===== config.mk =====
export PLATFORM = sky130hd
export DESIGN_NAME = rc_serial_frame_decoder_unit
export DESIGN_NICKNAME = d
export VERILOG_FILES = /design/src/rtl/rcsfd_pkg.sv /design/src/rtl/rcsfd_front.sv /design/src/rtl/rcsfd_fifo.sv /design/src/rtl/rcsfd_back.sv /design/src/rtl/rc_serial_frame_decoder_unit.sv
export SDC_FILE = /design/constraint.sdc
export NUM_CORES = 1
export LEC_CHECK = 0
export BUFFER_PORTS_ARGS = -buffer_cell sky130_fd_sc_hd__buf_4
export CORE_UTILIZATION = 33
export DETAILED_ROUTE_END_ITERATION = 7
export PLACE_DENSITY_LB_ADDON = 0.08
export SLEW_MARGIN = 25
export SYNTH_ARGS = -nofsm -noshare
export SYNTH_HDL_FRONTEND = slang
export SYNTH_SLANG_ARGS = --single-unit

===== constraint.sdc =====
create_clock -name i_clk -period 44.6 [get_ports i_clk]
set_clock_uncertainty 0.1 [all_clocks]
set_input_delay 8.92 -clock i_clk [delete_from_list [all_inputs] [get_ports i_clk]]
set_output_delay 8.92 -clock i_clk [all_outputs]
set_load 0.01 [all_outputs]

===== src/rtl/rcsfd_pkg.sv =====
// package: constants and types for the serial frame decoder
`timescale 1ns / 1ps

package rcsfd_pkg;

    localparam logic [7:0] HDR_BYTE   = 8'h0F;
    localparam logic [7:0] FTR_BYTE   = 8'h00;
    localparam int         DATA_LEN   = 22;
    localparam int         FRAME_LEN  = 25;
    localparam int         DATA_W     = DATA_LEN * 8;
    localparam int         RAW_W      = 11;
    localparam int         NUM_CH     = 16;
    localparam int         IDX_W      = 4;
    localparam int         POS_W      = 5;
    localparam int         PROD_W     = 27;
    localparam int         FRAC_W     = 12;
    localparam int         VAL_W      = 18;
    localparam int         CFG_W      = 16;
    localparam int         FIFO_DEPTH = 2;

    localparam logic [POS_W-1:0] POS_HUNT   = '0;
    localparam logic [POS_W-1:0] POS_LAST_D = POS_W'(DATA_LEN);
    localparam logic [POS_W-1:0] POS_FOOTER = POS_W'(FRAME_LEN - 1);
    localparam logic [IDX_W-1:0] LAST_CH    = IDX_W'(NUM_CH - 1);

    localparam logic [CFG_W-1:0] SCALE_FACTOR_RST = 16'd2560;
    localparam logic [CFG_W-1:0] SCALE_OFFSET_RST = 16'd880;

    typedef enum logic [0:0] {
        REG_SCALE_FACTOR = 1'b0,
        REG_SCALE_OFFSET = 1'b1
    } t_cfg_reg;

    typedef struct packed {
        logic        [CFG_W-1:0] scale_factor;
        logic signed [CFG_W-1:0] scale_offset;
    } t_cfg;

    typedef logic [DATA_W-1:0] t_frame;

endpackage


===== src/rtl/rcsfd_front.sv =====
// front end: header hunt, frame byte capture and footer check
`timescale 1ns / 1ps

module rcsfd_front
    import rcsfd_pkg::*;
(
    input  logic       i_clk,
    input  logic       i_rst_n,
    input  logic       i_rx_valid,
    output logic       o_rx_ready,
    input  logic [7:0] i_rx_byte,
    input  logic       i_q_full,
    output logic       o_q_push,
    output t_frame     o_q_data
);

    logic [POS_W-1:0] r_pos, n_pos;
    t_frame           r_shift;
    logic             w_acc;

    // only the footer byte needs room in the queue
    assign o_rx_ready = !((r_pos == POS_FOOTER) && i_q_full);
    assign w_acc      = i_rx_valid && o_rx_ready;
    assign o_q_push   = w_acc && (r_pos == POS_FOOTER) && (i_rx_byte == FTR_BYTE);
    assign o_q_data   = r_shift;

    always_comb begin
        n_pos = r_pos;
        if (w_acc) begin
            if (r_pos == POS_HUNT) begin
                if (i_rx_byte == HDR_BYTE) begin
                    n_pos = POS_W'(1);
                end
            end else if (r_pos == POS_FOOTER) begin
                n_pos = POS_HUNT;
            end else begin
                n_pos = r_pos + POS_W'(1);
            end
        end
    end

    always_ff @(posedge i_clk) begin
        if (!i_rst_n) begin
            r_pos <= POS_HUNT;
        end else begin
            r_pos <= n_pos;
        end
    end

    // byte 1 ends up in the low bits, so channel c sits at bit 11*c
    always_ff @(posedge i_clk) begin
        if (w_acc && (r_pos != POS_HUNT) && (r_pos <= POS_LAST_D)) begin
            r_shift <= {i_rx_byte, r_shift[DATA_W-1:8]};
        end
    end

endmodule


===== src/rtl/rcsfd_fifo.sv =====
// short queue of captured frames between front and back end
`timescale 1ns / 1ps

module rcsfd_fifo
    import rcsfd_pkg::*;
(
    input  logic   i_clk,
    input  logic   i_rst_n,
    input  logic   i_push,
    input  t_frame i_data,
    output logic   o_full,
    input  logic   i_pop,
    output logic   o_nempty,
    output t_frame o_data
);

    localparam int PTR_W = (FIFO_DEPTH > 1) ? $clog2(FIFO_DEPTH) : 1;
    localparam int CNT_W = $clog2(FIFO_DEPTH + 1);

    t_frame           r_mem [FIFO_DEPTH];
    logic [PTR_W-1:0] r_wr, r_rd;
    logic [CNT_W-1:0] r_cnt;
    logic             w_push, w_pop;

    assign o_full   = (r_cnt == CNT_W'(FIFO_DEPTH));
    assign o_nempty = (r_cnt != '0);
    assign o_data   = r_mem[r_rd];
    assign w_push   = i_push && !o_full;
    assign w_pop    = i_pop && o_nempty;

    always_ff @(posedge i_clk) begin
        if (!i_rst_n) begin
            r_wr  <= '0;
            r_rd  <= '0;
            r_cnt <= '0;
        end else begin
            if (w_push) begin
                r_wr <= (r_wr == PTR_W'(FIFO_DEPTH - 1)) ? '0 : r_wr + PTR_W'(1);
            end
            if (w_pop) begin
                r_rd <= (r_rd == PTR_W'(FIFO_DEPTH - 1)) ? '0 : r_rd + PTR_W'(1);
            end
            r_cnt <= r_cnt + CNT_W'(w_push) - CNT_W'(w_pop);
        end
    end

    always_ff @(posedge i_clk) begin
        if (w_push) begin
            r_mem[r_wr] <= i_data;
        end
    end

endmodule


===== src/rtl/rcsfd_back.sv =====
// back end: channel unpack, scaling pipeline and output register
`timescale 1ns / 1ps

module rcsfd_back
    import rcsfd_pkg::*;
(
    input  logic                    i_clk,
    input  logic                    i_rst_n,
    input  t_cfg                    i_cfg,
    input  logic                    i_q_nempty,
    input  t_frame                  i_q_data,
    output logic                    o_q_pop,
    output logic                    o_ch_valid,
    input  logic                    i_ch_ready,
    output logic [IDX_W-1:0]        o_channel_index,
    output logic signed [VAL_W-1:0] o_channel_value,
    output logic                    o_last_channel
);

    logic                    r_busy;
    logic [IDX_W-1:0]        r_ch;
    t_frame                  r_bits;
    logic                    r_p_valid;
    logic [IDX_W-1:0]        r_p_idx;
    logic [PROD_W-1:0]       r_prod;
    logic                    r_o_valid;
    logic [IDX_W-1:0]        r_o_idx;
    logic signed [VAL_W-1:0] r_o_val;
    logic                    r_o_last;

    logic                    w_en;
    logic [PROD_W-1:0]       w_prod;
    logic [PROD_W-1:0]       w_round;
    logic [VAL_W-1:0]        w_scaled;
    logic signed [VAL_W-1:0] w_sum;

    assign w_en     = !r_o_valid || i_ch_ready;
    assign o_q_pop  = !r_busy && i_q_nempty;
    assign w_prod   = PROD_W'(r_bits[RAW_W-1:0]) * PROD_W'(i_cfg.scale_factor);
    // round half up, then keep what fits below the product width
    assign w_round  = r_prod + PROD_W'(1 << (FRAC_W - 1));
    assign w_scaled = VAL_W'(w_round[PROD_W-1:FRAC_W]);
    assign w_sum    = $signed(w_scaled) + VAL_W'(i_cfg.scale_offset);

    always_ff @(posedge i_clk) begin
        if (!i_rst_n) begin
            r_busy    <= 1'b0;
            r_ch      <= '0;
            r_p_valid <= 1'b0;
            r_o_valid <= 1'b0;
        end else begin
            if (o_q_pop) begin
                r_busy <= 1'b1;
                r_ch   <= '0;
            end else if (w_en && r_busy) begin
                r_ch <= r_ch + IDX_W'(1);
                if (r_ch == LAST_CH) begin
                    r_busy <= 1'b0;
                end
            end
            if (w_en) begin
                r_p_valid <= r_busy;
                r_o_valid <= r_p_valid;
            end
        end
    end

    always_ff @(posedge i_clk) begin
        if (o_q_pop) begin
            r_bits <= i_q_data;
        end else if (w_en && r_busy) begin
            r_bits <= r_bits >> RAW_W;
        end
        if (w_en) begin
            r_prod   <= w_prod;
            r_p_idx  <= r_ch;
            r_o_idx  <= r_p_idx;
            r_o_val  <= w_sum;
            r_o_last <= (r_p_idx == LAST_CH);
        end
    end

    assign o_ch_valid      = r_o_valid;
    assign o_channel_index = r_o_idx;
    assign o_channel_value = r_o_val;
    assign o_last_channel  = r_o_last;

endmodule


===== src/rtl/rc_serial_frame_decoder_unit.sv =====
// top level of the sixteen-channel serial frame decoder
//
//   port group   direction  handshake             payload
//   rx           in         i_rx_valid/o_rx_ready i_rx_byte
//   ch           out        o_ch_valid/i_ch_ready o_channel_index, o_channel_value,
//                                                 o_last_channel
//   cfg          in         i_cfg_we              i_cfg_idx, i_cfg_data
//
// one byte is taken per cycle; a frame is 25 bytes from header to footer
// a good footer queues the frame; the sixteen results follow from the
// back end one per cycle while i_ch_ready is high, through the product and output registers
// the two-entry frame queue lets emission overlap the next frame's bytes;
// o_rx_ready drops only on a footer byte while the queue is full
// reset is synchronous and needs no clearing pass
`timescale 1ns / 1ps

module rc_serial_frame_decoder_unit
    import rcsfd_pkg::*;
(
    input  logic                    i_clk,
    input  logic                    i_rst_n,
    input  logic                    i_rx_valid,
    output logic                    o_rx_ready,
    input  logic [7:0]              i_rx_byte,
    input  logic                    i_cfg_we,
    input  logic [0:0]              i_cfg_idx,
    input  logic [CFG_W-1:0]        i_cfg_data,
    output logic                    o_ch_valid,
    input  logic                    i_ch_ready,
    output logic [IDX_W-1:0]        o_channel_index,
    output logic signed [VAL_W-1:0] o_channel_value,
    output logic                    o_last_channel
);

    t_cfg   r_cfg;
    logic   w_push, w_full, w_pop, w_nempty;
    t_frame w_wdata, w_rdata;

    always_ff @(posedge i_clk) begin
        if (!i_rst_n) begin
            r_cfg.scale_factor <= SCALE_FACTOR_RST;
            r_cfg.scale_offset <= SCALE_OFFSET_RST;
        end else if (i_cfg_we) begin
            unique case (t_cfg_reg'(i_cfg_idx))
                REG_SCALE_FACTOR: r_cfg.scale_factor <= i_cfg_data;
                REG_SCALE_OFFSET: r_cfg.scale_offset <= i_cfg_data;
                default: ;
            endcase
        end
    end

    rcsfd_front u_front (
        .i_clk      (i_clk),
        .i_rst_n    (i_rst_n),
        .i_rx_valid (i_rx_valid),
        .o_rx_ready (o_rx_ready),
        .i_rx_byte  (i_rx_byte),
        .i_q_full   (w_full),
        .o_q_push   (w_push),
        .o_q_data   (w_wdata)
    );

    rcsfd_fifo u_fifo (
        .i_clk    (i_clk),
        .i_rst_n  (i_rst_n),
        .i_push   (w_push),
        .i_data   (w_wdata),
        .o_full   (w_full),
        .i_pop    (w_pop),
        .o_nempty (w_nempty),
        .o_data   (w_rdata)
    );

    rcsfd_back u_back (
        .i_clk           (i_clk),
        .i_rst_n         (i_rst_n),
        .i_cfg           (r_cfg),
        .i_q_nempty      (w_nempty),
        .i_q_data        (w_rdata),
        .o_q_pop         (w_pop),
        .o_ch_valid      (o_ch_valid),
        .i_ch_ready      (i_ch_ready),
        .o_channel_index (o_channel_index),
        .o_channel_value (o_channel_value),
        .o_last_channel  (o_last_channel)
    );

endmodule


==> results of run 1 <==
[worst paths after layout]
check | end | from
worst max-delay path | u_back.r_bits[65]$_DFFE_PP_ | i_ch_ready
worst min-delay path | u_fifo.r_mem[1][134]$_DFFE_PP_ | u_front.o_q_data[134]$_DFFE_PP_
worst max register to register | u_back.r_prod[23]$_DFFE_PP_ | u_back.r_bits[2]$_DFFE_PP_
worst min register to register | u_fifo.r_mem[1][134]$_DFFE_PP_ | u_front.o_q_data[134]$_DFFE_PP_
[per-stage QoR]
stage	std cells	power, W	worst slack, ns	area [µm²]
floorplan	2301	0.000955	17.23	34200
global placement	3639	0.00101	31.44	36100
detailed placement	3639	0.00101	31.61	36100
CTS	3795	0.00171	32.34	38800
global route	3796	0.00176	32.17	38800
finish	3796	0.00168	32.50	38800
[layout make-up]
| cell class | count | share of cell area, % |
|---|---|---|
| clock buffer | 101 | 5.69 |
| clock inverter | 55 | 1.38 |
| inverter | 153 | 1.48 |
| multi-input combinational | 1254 | 25.4 |
| sequential | 795 | 60.2 |
| tap | 1368 | 4.41 |
| timing repair buffer | 70 | 1.48 |
[power by group through the flow]
stage | combinational (W) | sequential, W | clock [W]
final | 0.000155 | 0.000840 | 0.000688
after CTS | 0.000159 | 0.000840 | 0.000712
after global routing | 0.000175 | 0.000842 | 0.000741
after detailed placement | 0.000156 | 0.000855 | 0
after floorplan | 0.000103 | 0.000852 | 0
after global placement | 0.000158 | 0.000855 | 0
[cells in the mapped netlist (all sizes together) (8+ instances only)]
cell type / instances
nand2: 342
ha: 84
mux2i: 176
and2: 99
xor2: 17
and3: 9
buf: 12
edfxtp: 746
fa: 125
nor2b: 9
inv: 153
xnor2: 33
nand2b: 9
a21o: 8
nand3: 25
dfxtp: 49
clkbuf: 87
a21oi: 25
nor2: 27
o21ai: 183
a21boi: 29
[state kept, by name, indices dropped and copies added, names as in the netlist, 2 cells and up, named ones only]
signal and cells:
u_front.r_pos 5, u_fifo.r_mem 352, r_cfg 32, u_back.r_prod 16, u_front.o_q_data 176, u_back.r_p_idx 4, u_back.r_bits 176, u_back.r_ch 4
u_back.o_channel_value 17, u_fifo.r_cnt 2, u_back.o_channel_index 4
[routing by layer]
layer / vias up / global-route usage, %
li1: 8276 / -
met1: 8679 / 18.5
met2: 215 / 22.8
met3: 106 / 2.19
met4: 0 / 4.11
met5: - / 0
[cells in the final DEF, fill, tap and decap left out, types with 17 or more instances in the layout]
| master | netlist | routed |
|---|---|---|
| buf_4 | 1 | 66 |
| inv_1 | 153 | 152 |
| edfxtp_1 | 746 | 746 |
| clkbuf_16 | 0 | 86 |
| xnor2_1 | 33 | 33 |
| dfxtp_1 | 49 | 48 |
| nor2_1 | 27 | 27 |
| xor2_1 | 17 | 17 |
| mux2i_1 | 176 | 176 |
| nand2_1 | 342 | 341 |
| a21oi_1 | 25 | 24 |
| ha_1 | 84 | 84 |
| a21boi_0 | 28 | 28 |
| fa_1 | 125 | 125 |
| clkinv_1 | 0 | 21 |
| and2_1 | 99 | 98 |
| nand3_1 | 25 | 25 |
| o21ai_0 | 179 | 179 |
[logic make-up (layout without fill, tap and decap cells)]
| family | Yosys count | after routing | share of synthesized area [%] |
|---|---|---|---|
| compound gates | 273 | 273 | 4.65 |
| flops | 795 | 795 | 68.5 |
| fa+ha+maj | 209 | 209 | 10.4 |
| buf+inv | 252 | 379 | 2.80 |
| simple gates | 546 | 546 | 7.26 |
| mux | 176 | 176 | 5.16 |
| xor+xnor | 50 | 50 | 1.28 |
==> metrics.cfg, run 1 <==
[clocking]
clk_pin_slew_ns=0.06
ctsHtreeMaxLevel=3
cts_buffer_depth=3
insertion_delay_ns=0.64
hold_buffers=0
cts_sinks=795
cts_root_buffer=clkbuf_16
cts_setup_buffers=0
cts_tree=yes
numCtsBuffers=85
cts_resized=0

[critical_path]
critical-path-top-delay-family=buffers and inverters
rrSetupSlack_ns=38.66
worstPathRequired_ns=44.76
crit_path_frequent_cell=buf_4
arrival_ns=12.25
crit_buf_inv=4
worst_path_max_delay_cell=buf_4
path_depth=7
crit_type=in -> reg
crit_chain=buf_4 -> nor2b_1 -> inv_2 -> nand2_1 -> nand2_4 -> buf_6 -> buf_4
r2r_cells=16
worst_setup_path_end_kind=flop
cp_max_fo=76
critPathLaunchType=primary input
cp_slowest_stage_delay_ns=0.71

[placed_design]
io_buffer_count=54
dp_hpwl_mm=42.2
place_congestion=0.783

[global_route]
grt_max_degree=130
grt_usage_pct=13.7
grt_pass1_wl_mm=110
antenna_found_initial=0
grt_overflow=0
first_global_vias=18700

[route]
first_pass_iters=4
top_layer=met4
via_per_inst=4.55
final_antenna_net_count=0
met2_length_mm=33.5
drtIter0Drc=846
wl_met1_mm=32.4
post-route-drc-count=0
routed-wl-met3_mm=2.30
vias=17300
routed_wl_mm=69.7
wl_per_cell_um=18.4

[power]
seq_power_share_pct=49.9
p_switching_w=0.000392
leakage_nw=13.8
clockPowerShare_pct=40.9
powerDensity_nw_per_um2=43.3
intPower_w=0.00129
peakVddDrop_mv=0.0330
p_comb_share_pct=9.2
swShare_pct=23.3

[timing]
slew_violations=0
fin_crit_sh_pct=27.1
timing.hold.ws_ns=0.348
finalHoldViolations=0
setup_viol=0
rsz0062_at_grt=no
setup_tns_ns=0
worst_slew_pin_slew_ns=0.976
fmax_mhz=82.7
relSlewSlack_pct=35.0
min_period_ns=12.10

[floorplanning]
initial_core_util_pct=33.4
io_pins=55
coreArea_um2=102000
die_h_um=324
fp-row-count=117
die_area_um2=105000
fp.dieW_um=324

[synth]
ys.warnings.count=0
synth_area_per_cell_um2=14.8
netlist.area_leader.share_pct=65.6
syn_inst=2301
synth-edff-count=746
synth_cell_types=53
synth_ff_type=edfxtp_1
ys_seq_area_share_pct=68.5
ys_ff_latch=795
synth_fp_nets=2540
synth_area_um2=34200
async_flop_share_pct=0
synth.area.top_cells=edfxtp_1 (66%), fa_1 (7.3%), mux2i_1 (5.2%)
synth_top_cell_by_area=edfxtp_1

[hold_path]
whs_path_depth=0
hold_class=reg -> reg

[cells_and_area]
seq_area_um2=23400
fillCellCount=9697
utilization_pct=38.0
num-nets-final=2598
antenna_cells=0
drive_above_1_share_pct=8.69
multi_input_area_um2=9850
syn_to_final_growth_pct=13.7

[outcome]
status=complete, no violations

[run]
max-cap-violations=0

Power figures use the tool's default switching activity.
==> run 2, diff against run 1 <==
==> constraint.sdc (replaced) <==
create_clock -name i_clk -period 11.8 [get_ports i_clk]
set_clock_uncertainty 0.1 [all_clocks]
set_input_delay 2.36 -clock i_clk [delete_from_list [all_inputs] [get_ports i_clk]]
set_output_delay 2.36 -clock i_clk [all_outputs]
set_load 0.01 [all_outputs]
==> metrics.cfg, run 2 (synthesis gave the netlist of run 1 again) <==
[clocking]
insertion_delay_ns=0.64  ; about the same
cts_setup_buffers=0  ; unchanged
ctsHtreeMaxLevel=3  ; unchanged
hold_buffers=0  ; unchanged
cts_resized=0  ; unchanged
numCtsBuffers=86  ; +1.2%
cts_tree=yes
cts_sinks=795  ; unchanged
cts_buffer_depth=3  ; unchanged
cts_root_buffer=clkbuf_16
clk_pin_slew_ns=0.06  ; about the same

[cells_and_area]
drive_above_1_share_pct=8.26  ; -0.43 points
largest_reg_flops=352  ; unchanged
final_cell_mix=edfxtp_1 (746), nand2_1 (341), o21ai_0 (179)
top_register=u_fifo.r_mem
num-nets-final=2599  ; +0.038%
layout_commonest_cell=edfxtp_1
syn_to_final_growth_pct=13.6  ; about the same
design_area_um2=38800  ; about the same

[floorplanning]
coreArea_um2=102000  ; unchanged
fp.dieW_um=324  ; unchanged
initial_core_util_pct=33.4  ; unchanged
fp-row-count=117  ; unchanged
die_h_um=324  ; unchanged
die_area_um2=105000  ; unchanged
io_pins=55  ; unchanged

[timing]
rsz0062_at_grt=no
setup_tns_ns=0  ; unchanged
fin_crit_sh_pct=49.0
worst_slew_pin_slew_ns=1.01  ; +0.0361 ns
min_period_ns=5.78
setup_viol=0  ; unchanged
slew_violations=0  ; unchanged
fmax_mhz=173
finalHoldViolations=0  ; unchanged
relSlewSlack_pct=32.6  ; -2.4 points

[hold_path]
whs_path_depth=0  ; unchanged
min_from=u_front.o_q_data[5]$_DFFE_PP_
holdPathEnd=u_fifo.r_mem[0][5]$_DFFE_PP_
hold_class=reg -> reg

[power]
intPower_w=0.00485  ; +280%
leakage_nw=13.7  ; -0.14%
p_comb_share_pct=9.3  ; about the same
p_switching_w=0.00146  ; +270%
powerDensity_nw_per_um2=163  ; +280%
clockPowerShare_pct=40.4  ; -0.5 points
seq_power_share_pct=50.3  ; +0.4 points
peakVddDrop_mv=0.120  ; +260%
swShare_pct=23.1  ; -0.20 points

[critical_path]
worst_setup_path_end_kind=flop
cp_slowest_stage_delay_ns=0.73  ; +0.02 ns
worstReg2RegEnd=u_back.r_prod[23]$_DFFE_PP_
worst_path_max_delay_cell=edfxtp_1
critical-path-top-delay-family=adder cells
path_depth=17  ; +10
rrSetupSlack_ns=6.02  ; -32.64 ns
worstPathRequired_ns=12.08  ; -32.68 ns
crit_type=reg -> reg
crit_chain=nand2_1 -> fa_1 -> fa_1 -> inv_1 -> fa_1 -> fa_1 -> inv_1 -> fa_1 -> inv_1 -> ha_1 -> a21oi_1 -> a21boi_1 -> a311oi_2 -> a211oi_1 -> or2_4 -> a221oi_2 -> xnor2_1
critPathLaunchType=flop
arrival_ns=6.06  ; -6.19 ns
crit_buf_inv=3  ; -1
r2r_cells=17  ; +1
crit_path_frequent_cell=fa_1
cp_max_fo=16  ; -79%
startpoint=u_back.r_bits[2]$_DFFE_PP_
worst_r2r_startpoint=u_back.r_bits[2]$_DFFE_PP_

[route]
post-route-drc-count=0  ; unchanged
via_per_inst=4.60  ; +1.1%
drtIter0Drc=1136  ; +34%
wl_per_cell_um=18.6  ; +1.1%
final_antenna_net_count=0  ; unchanged
routed_wl_mm=70.3  ; +0.95%
vias=17400  ; +0.94%
first_pass_iters=5  ; +1

[global_route]
grt_usage_pct=13.8  ; +0.094 points
first_global_vias=18800  ; +0.65%
grt_pass1_wl_mm=111  ; +0.68%
grt_max_degree=137  ; +5.4%
grt_overflow=0  ; unchanged
antenna_found_initial=0  ; unchanged

[placed_design]
place_congestion=0.825  ; +5.4%
io_buffer_count=54  ; unchanged
place_area_um2=36100  ; +0.14%
dp_hpwl_mm=42.3  ; +0.28%

[outcome]
status=complete, no violations

[run]
max-cap-violations=0  ; unchanged

## run 2: how the worst max path moves through the flow
| stage | slack, ns | end |
|---|---|---|
| final | 6.02 | u_back.r_prod[23]$_DFFE_PP_ |
| after global routing | 5.74 | u_back.r_prod[23]$_DFFE_PP_ |
| after CTS | 6.00 | u_back.r_prod[23]$_DFFE_PP_ |
| after detailed placement | 6.03 | u_back.r_prod[23]$_DFFE_PP_ |
| after global placement | 6.08 | u_back.r_prod[23]$_DFFE_PP_ |
| after floorplan | 2.78 | u_fifo.r_mem[0][0]$_DFFE_PP_ |
## run 2: power groups by stage
stage | combinational (W) | clock (W) | sequential [W]
after floorplan | 0.000389 | 0 | 0.00322
after global placement | 0.000595 | 0 | 0.00323
after detailed placement | 0.000586 | 0 | 0.00323
after CTS | 0.000595 | 0.00264 | 0.00317
after global routing | 0.000659 | 0.00275 | 0.00318
final | 0.000586 | 0.00255 | 0.00317
## run 2: metrics by stage
step | power, W | instances | hold slack [ns] | setup WS (ns) | utilization [%]
after floorplan | 0.00361 | 2301 | 0.318 | 2.78 | -
after global placement | 0.00382 | 3638 | 0.326 | 6.08 | 35.3
after detailed placement | 0.00382 | 3639 | 0.332 | 6.03 | 35.3
after CTS | 0.00641 | 3789 | 0.347 | 6.00 | 37.9
after global routing | 0.00658 | 3790 | 0.362 | 5.74 | 38.0
final | 0.00631 | 3791 | 0.346 | 6.02 | 38.0
## run 2: cell type report
| type | count | area (µm²) |
|---|---|---|
| clock buffers | 107 | 2300 |
| multi-input cells | 1254 | 9860 |
| fillers | 9682 | 63400 |
| flip-flops and latches | 795 | 23400 |
| inverters | 153 | 574 |
| well taps | 1368 | 1710 |
| clock inverters | 43 | 353 |
| diodes | 1 | 2.50 |
| repair buffers | 70 | 619 |
## run 2: routing by layer
metal	GRT usage (%)	vias to the layer above	part of all wire [%]	wire length, µm
met2	23.2	247	48	33900
met5	0	-	0	0
met1	18.4	8817	46	32500
met3	2.48	93	3.8	2690
met4	3.84	0	1.8	1260
li1	-	8281	-	-
